`config.mk`:
```
export PLATFORM = sky130hd
export DESIGN_NAME = fqs_fifo
export DESIGN_NICKNAME = d
export VERILOG_FILES = /design/src/sv/fqs_pkg.sv /design/src/sv/fqs_fifo.sv
export SDC_FILE = /design/constraint.sdc
export NUM_CORES = 1
export LEC_CHECK = 0
export ABC_AREA = 1
export BUFFER_PORTS_ARGS = -buffer_cell sky130_fd_sc_hd__buf_2
export CELL_PAD_IN_SITES_DETAIL_PLACEMENT = 1
export CELL_PAD_IN_SITES_GLOBAL_PLACEMENT = 1
export CORE_MARGIN = 2
export CORE_UTILIZATION = 50
export DETAILED_ROUTE_END_ITERATION = 8
export PLACE_DENSITY = 0.88
export SLEW_MARGIN = 0
export SYNTH_ARGS = -nofsm -noshare
export SYNTH_HDL_FRONTEND = slang
export SYNTH_SLANG_ARGS = --single-unit
```
`constraint.sdc`:
```
create_clock -name clk -period 2.2 [get_ports clk]
set_input_delay 0.11 -clock clk [delete_from_list [all_inputs] [get_ports clk]]
set_output_delay 0.11 -clock clk [all_outputs]
set_load 0.005 [all_outputs]
```
`src/sv/fqs_pkg.sv`:
```
// ----------------------------------------------------------------------------
// fqs_pkg
// shared constants, codes and types of the feedback queue process scheduler
// ----------------------------------------------------------------------------
`default_nettype none

package fqs_pkg;

  localparam int PROC_SLOTS_DEF   = 16;
  localparam int QUEUE_DEPTH_DEF  = 32;
  localparam int IOS_PER_PROC_DEF = 8;
  localparam int NUM_DEV          = 3;

  localparam logic [7:0] QUANTUM_RST = 8'd4;
  localparam logic [7:0] SAT_MAX     = 8'hFF;

  localparam logic [1:0] FUNC_ADD_PROC = 2'd0;
  localparam logic [1:0] FUNC_ADD_IO   = 2'd1;
  localparam logic [1:0] FUNC_TICK     = 2'd2;

  localparam logic [1:0] KIND_NONE = 2'd0;
  localparam logic [1:0] KIND_STEP = 2'd1;
  localparam logic [1:0] KIND_IO   = 2'd2;

  localparam logic [1:0] DEV_DISK = 2'd0;

  typedef struct packed {
    logic push;
    logic pop;
  } fqs_fifo_ctl_t;

  typedef struct packed {
    logic full;
    logic empty;
  } fqs_fifo_st_t;

  typedef struct packed {
    logic [7:0] done;
    logic [7:0] len;
    logic [1:0] dev;
    logic [7:0] step;
  } fqs_ent_t;

endpackage

`default_nettype wire

```
`src/sv/fqs_fifo.sv`:
```
// ----------------------------------------------------------------------------
// fqs_fifo
// queue with head pointer and count, head word held in a register
// ----------------------------------------------------------------------------
`default_nettype none

module fqs_fifo
  import fqs_pkg::*;
#(
  parameter int DEPTH = QUEUE_DEPTH_DEF,
  parameter int W     = 4
) (
  input  wire logic          clk,
  input  wire logic          rst_n,
  input  wire fqs_fifo_ctl_t ctl,
  input  wire logic [W-1:0]  din,
  output fqs_fifo_st_t       st,
  output logic [W-1:0]       head
);

  localparam int AW = $clog2(DEPTH);
  localparam int CW = $clog2(DEPTH + 1);

  logic [W-1:0]  mem [DEPTH];
  logic [AW-1:0] head_r, head_nxt, tail_r, tail_nxt;
  logic [CW-1:0] count_r, count_nxt;
  logic [W-1:0]  head_r_q;
  logic          push_ok, pop_ok;

  function automatic logic [AW-1:0] wrap_inc(input logic [AW-1:0] p);
    wrap_inc = (p == AW'(DEPTH - 1)) ? '0 : p + 1'b1;
  endfunction

  assign push_ok = ctl.push && (count_r != CW'(DEPTH));
  assign pop_ok  = ctl.pop && (count_r != '0);

  always_comb begin
    head_nxt  = pop_ok ? wrap_inc(head_r) : head_r;
    tail_nxt  = push_ok ? wrap_inc(tail_r) : tail_r;
    count_nxt = count_r;
    if (push_ok && !pop_ok) begin
      count_nxt = count_r + 1'b1;
    end else if (pop_ok && !push_ok) begin
      count_nxt = count_r - 1'b1;
    end
  end

  always_ff @(posedge clk) begin
    if (!rst_n) begin
      head_r  <= '0;
      tail_r  <= '0;
      count_r <= '0;
    end else begin
      head_r  <= head_nxt;
      tail_r  <= tail_nxt;
      count_r <= count_nxt;
    end
  end

  always_ff @(posedge clk) begin
    if (push_ok) begin
      mem[tail_r] <= din;
    end
    if (push_ok && (tail_r == head_nxt)) begin
      head_r_q <= din;
    end else begin
      head_r_q <= mem[head_nxt];
    end
  end

  assign head     = head_r_q;
  assign st.full  = (count_r == CW'(DEPTH));
  assign st.empty = (count_r == '0);

endmodule

`default_nettype wire

```
# Yosys cells after proc, flatten, opt, wreduce, memory -nomap -nowiden
# Memories as Yosys holds them, arrays and structs flattened. A register that Yosys moved wholly into a read port is not among the register bits.
# Cells that the tools add are included.
# classes
n_reduce_logical	9
add_sub_neg	4
n_eq_ne	4
n_mux	7
# op_table
operator	n
two-way mux 5 bit	3
two-way mux 6 bit	2
adder 5 x 1 -> 5 bit, second input constant	2
equality test 5 bit, second input constant	2
adder 6 x 1 -> 6 bit, second input constant	1
equality test 6 bit, second input constant	1
logical NOT 6 bit	1
!= test 6 bit, second input constant	1
nonzero test 6 bit	1
subtractor 6 x 1 -> 6 bit, second input constant	1
logical AND 1 bit	4
logical NOT 1 bit	2
two-way mux 1 bit	2
nonzero test 2 bit	1
# word_totals
input_bits	8
output_inout_bits	6
mem_bits_rw	128
wordCells	28
mem_count	1
register_bits	16
# mem_list
name	words	word_bits	read_ports	rd_ports_with_merged_regs	write_ports	line_no	source
mem	32	4	1	1	1	fqs_fifo.sv:24	logic [W-1:0] mem [DEPTH];

# Depth between registers and ports, before layout
# logic_depth
word_depth	6
depth_mapped	15
ltp_nobuf	15

# Least setup slack after synthesis
# Ideal clock, no wire load.
# synth_timing
kind	reg2reg
startpoint	register count_r[0]
endpoint	register count_r[4]
path_stages_with_launch	14
n_path_buf	0
arrival_time_ns	1.850
synth_period_minus_slack_ns	1.966
setup_time_ns	0.115
setup_slack_ns	0.234
required_ns	2.085
path_cell_list	dfxtp_1 > nor2_1 > nand4_1 > nand2_1 > inv_1 > ha_1 > inv_1 > ha_1 > a21oi_1 > nand2_1 > nand2_1 > nand2_1 > o21ai_0 > inv_1
# synth_via
elab_chain_len	5
word_cells_on_any_way	13
cone_classes	add/sub: 2; eq/ne: 1; mux: 2; reduce/logical: 8
# synth_rtl
item	line_no	source
start, declared	fqs_fifo.sv:26	logic [CW-1:0] count_r, count_nxt;
start signal, assigned	fqs_fifo.sv:56	count_r <= count_nxt;
!= test 6 bit *	fqs_fifo.sv:34	assign push_ok = ctl.push && (count_r != CW'(DEPTH));
logical AND 1 bit *	fqs_fifo.sv:34	
net push_ok	fqs_fifo.sv:28	logic push_ok, pop_ok;
logical NOT 1 bit	fqs_fifo.sv:43	end else if (pop_ok && !push_ok) begin
logical AND 1 bit	fqs_fifo.sv:43	
nonzero test 2 bit (no source line)	--	
# The timed path passes the listed nets; every way through them passes the cells marked *. The select of a mux whose other input is x is not followed.
# A chain may end at the register's enable or synchronous reset.

# Final worst setup path
# layout_timing
startpoint	register count_r[2]
endpoint	register count_r[5]
# The elaborated chain is that of the path after synthesis.

==> qor.csv <==
metric,value,unit
clk_skew,7.50,ps
synthesized area,6550,um^2
Crit Path Class,reg -> reg,
"Cell Chain, Critical Path",nor2_4 > nand4_1 > nand2_1 > inv_2 > ha_4 > inv_4 > ha_1 > nand2_1 > nand2_1 > nand4_1 > nand2_1 > nand2_1 > nand3_1 > nand2_1 > inv_1,
maxcap violations,0,
dominant cell type by area after synthesis,edfxtp_1,
initial antenna violation count,0,
Synth cell types,23,
crit path max fanout,5,
CTS max path bufs,2,
Core ar.,12700,um^2
FMAX,463,MHz
PnR Total Power,0.00923,W
critical path's top delay family,simple AND/OR/NAND/NOR gates,
initial drt markers,411,
CP Launch Type,register,
Worst Path Required,2520,ps
Critical Path Most Common Cell,nand2_1,
routed vias/inst,5.82,
DP HPWL,11.5,mm
GR Overflow Total,0,
Starting Density,0.515,
total CTS buffers,17,
critical path launch point,count_r[2],
HP Class,in -> reg,
GP Congestion,0.806,
# setup viols final,0,
Die W,118,um
hold path cells,5,
Worst path max stage delay,360,ps
Max rail drop VDD,0.752,mV
vias in the first global route,5259,
remaining antenna violation count after routing,0,
"Reg clk slew, reported paths",60,ps
"Arr. time, crit path",2480,ps
Synth top area share,0.587,
Final Cycle Share,0.981,
Final #Nets,674,
Die Span Y,118,um
cells on worst reg2reg path,15,
Port Buffers,13,
CTS tree,built,
Max Slew Vio Count,0,
Place WS,-80.6,ps
Worst R2R Setup Slack,40,ps
Avg Inst Size Synth,10.4,um^2
top-level port count,14,
post-DR wirelength/cell,21.8,um
synthesized net count,649,
"flops & latches, synth",149,
global-route usage over all layers,0.266,
Fillers,1410,
Leak,2.87,nW
share of layout cells above drive strength 1,0.113,
clock root cell,clkbuf_16,
via count,4873,
Final WS setup,41.0,ps
Crit Reg-Reg Startpoint,count_r[2],
final hold vios,0,
CP bufs+invs,3,
HP Start,ctl[1],
ranking of synthesized cells by area,"edfxtp_1 (59%), nand2_1 (12%), nand3_1 (8.6%), dfxtp_1 (6.4%), nor3_1 (2.5%)",
Worst Setup End Kind,register,
minimum clock period,2160,ps
# rows,41,
drt pass-1 iters,4,
first-pass GRT wire length,28.4,mm
Ant. Diodes,0,
DRC Markers,0,
register area share after synthesis,0.651,
Syn Inst Count,628,
clk sinks,149,
r2r endpoint,count_r[5],
Slew @ Worst Pin,734,ps
worst skew pair latency,420,ps
PwrDens,1240,nW/um^2
slew margin rel.,0.507,
hold endpoint,tail_r[2],
largest net degree at the start of global routing,40,
status,completed,
area delta synth->final,13.9,%
final WL,18.3,mm
Crit-path slowest cell,dfxtp_2,
die area,14000,um^2
Syn. warnings,0,
# H-tree levels,4,
==> cells by family (layout without fill, tap and decap cells) <==
| logic type | count (synthesis) | after routing | share of synthesized area |
|---|---|---|---|
| AOI/OAI and AO/OA | 20 | 20 | 0.0153 |
| xor gates and xnor gates | 8 | 8 | 0.0107 |
| adders and majority gates | 13 | 13 | 0.0260 |
| buffers and inverters | 66 | 104 | 0.0537 |
| DFF | 149 | 149 | 0.651 |
| and+or+nand+nor | 372 | 372 | 0.243 |
==> cells in the mapped netlist (all sizes together) <==
library cell,n
nor2,15
nand3,112
xnor2,2
clkbuf,3
inv,32
clkinv,4
buf,27
ha,12
and2,1
nand2,208
nor3,33
edfxtp,128
dfxtp,21
fa,1
o21ai,8
a21oi,12
xor2,6
nand4,3
==> flip-flops by register name, summed over array words and instances, names as in the netlist, named ones only <==
| signal | flops |
|---|---|
| count_r | 6 |
| tail_r | 5 |
| head_r | 5 |
| mem | 128 |
==> worst reg2reg max path, cell delays in order, from the launching register on <==
cell	delay, ps
dfxtp_2	360
nor2_4	140
nand4_1	160
nand2_1	170
inv_2	100
ha_4	190
inv_4	100
ha_1	240
nand2_1	100
nand2_1	100
nand4_1	140
nand2_1	60
nand2_1	50
nand3_1	60
nand2_1	70
inv_1	30
==> how the worst max path moves through the flow <==
stage                 endpoint  slack, ps  depth (start not counted)
CTS                    head[3]          6                          9
floorplan           count_r[4]        230                         13
global placement    count_r[4]        100                         12
detailed placement  count_r[4]        -80                         12
global route        count_r[5]        -80                         15
finish              count_r[5]         40                         15
==> routing by layer <==
| layer | global-route usage | vias up | wire length, um |
|---|---|---|---|
| li1 | - | 2205 | - |
| met1 | 0.317 | 2443 | 7380 |
| met2 | 0.465 | 184 | 9380 |
| met3 | 0.0569 | 41 | 1020 |
| met4 | 0.118 | 0 | 484 |
| met5 | 0 | - | 0 |
==> repair_timing <==
| action | in CTS | in global routing |
|---|---|---|
| endpoints found under the hold margin | 2 | 0 |
| gates cloned | 1 | 0 |
| setup buffers | 1 | 1 |
| resized for setup | 4 | 21 |
| hold buffers | 1 | 0 |
| pin swaps | 1 | 3 |
| endpoints found under the setup margin | 7 | 7 |
==> cell usage in the layout, fill, tap and decap left out, types with 2 or more instances in the layout <==
cell type	n
nand2_1	207
edfxtp_1	128
nand3_1	112
nor3_1	33
inv_1	28
buf_4	18
dfxtp_1	17
clkbuf_16	17
nor2_1	13
buf_2	13
a21oi_1	12
ha_1	9
o21ai_0	8
clkinv_1	7
xor2_1	6
clkinv_2	5
nand4_1	3
ha_4	3
clkbuf_1	3
dfxtp_2	3
nor2_4	2
inv_4	2
xnor2_1	2
bufinv_16	2
buf_12	2
==> through the flow <==
| stage | cell area, um^2 | cells | setup TNS [ps] | hold slack, ps | utilization |
|---|---|---|---|---|---|
| finish | 7460 | 838 | 0 | 174 | 0.586 |
| global route | 7460 | 838 | -147 | 187 | 0.586 |
| CTS | 7370 | 837 | 0 | 123 | 0.580 |
| detailed placement | 6770 | 802 | -189 | 432 | 0.532 |
| global placement | 6770 | 802 | 0 | 410 | 0.532 |
| floorplan | 6550 | 628 | 0 | 209 | - |
==> cell type report <==
class | instances | area [um^2] | share of cell area
flip-flops and latches | 149 | 4270 | 0.573
multi-input cells | 413 | 1980 | 0.266
clock buffers | 20 | 437 | 0.0586
repair buffers | 36 | 289 | 0.0388
well taps | 172 | 215 | 0.0289
inverters | 36 | 148 | 0.0198
clock inverters | 12 | 113 | 0.0151
==> power by group <==
part,switching (W),internal [W]
combinational,0.00204,0.00104
sequential,0.000172,0.00323
clock,0.00110,0.00165
No activity file was read; power rests on OpenSTA's default activity.
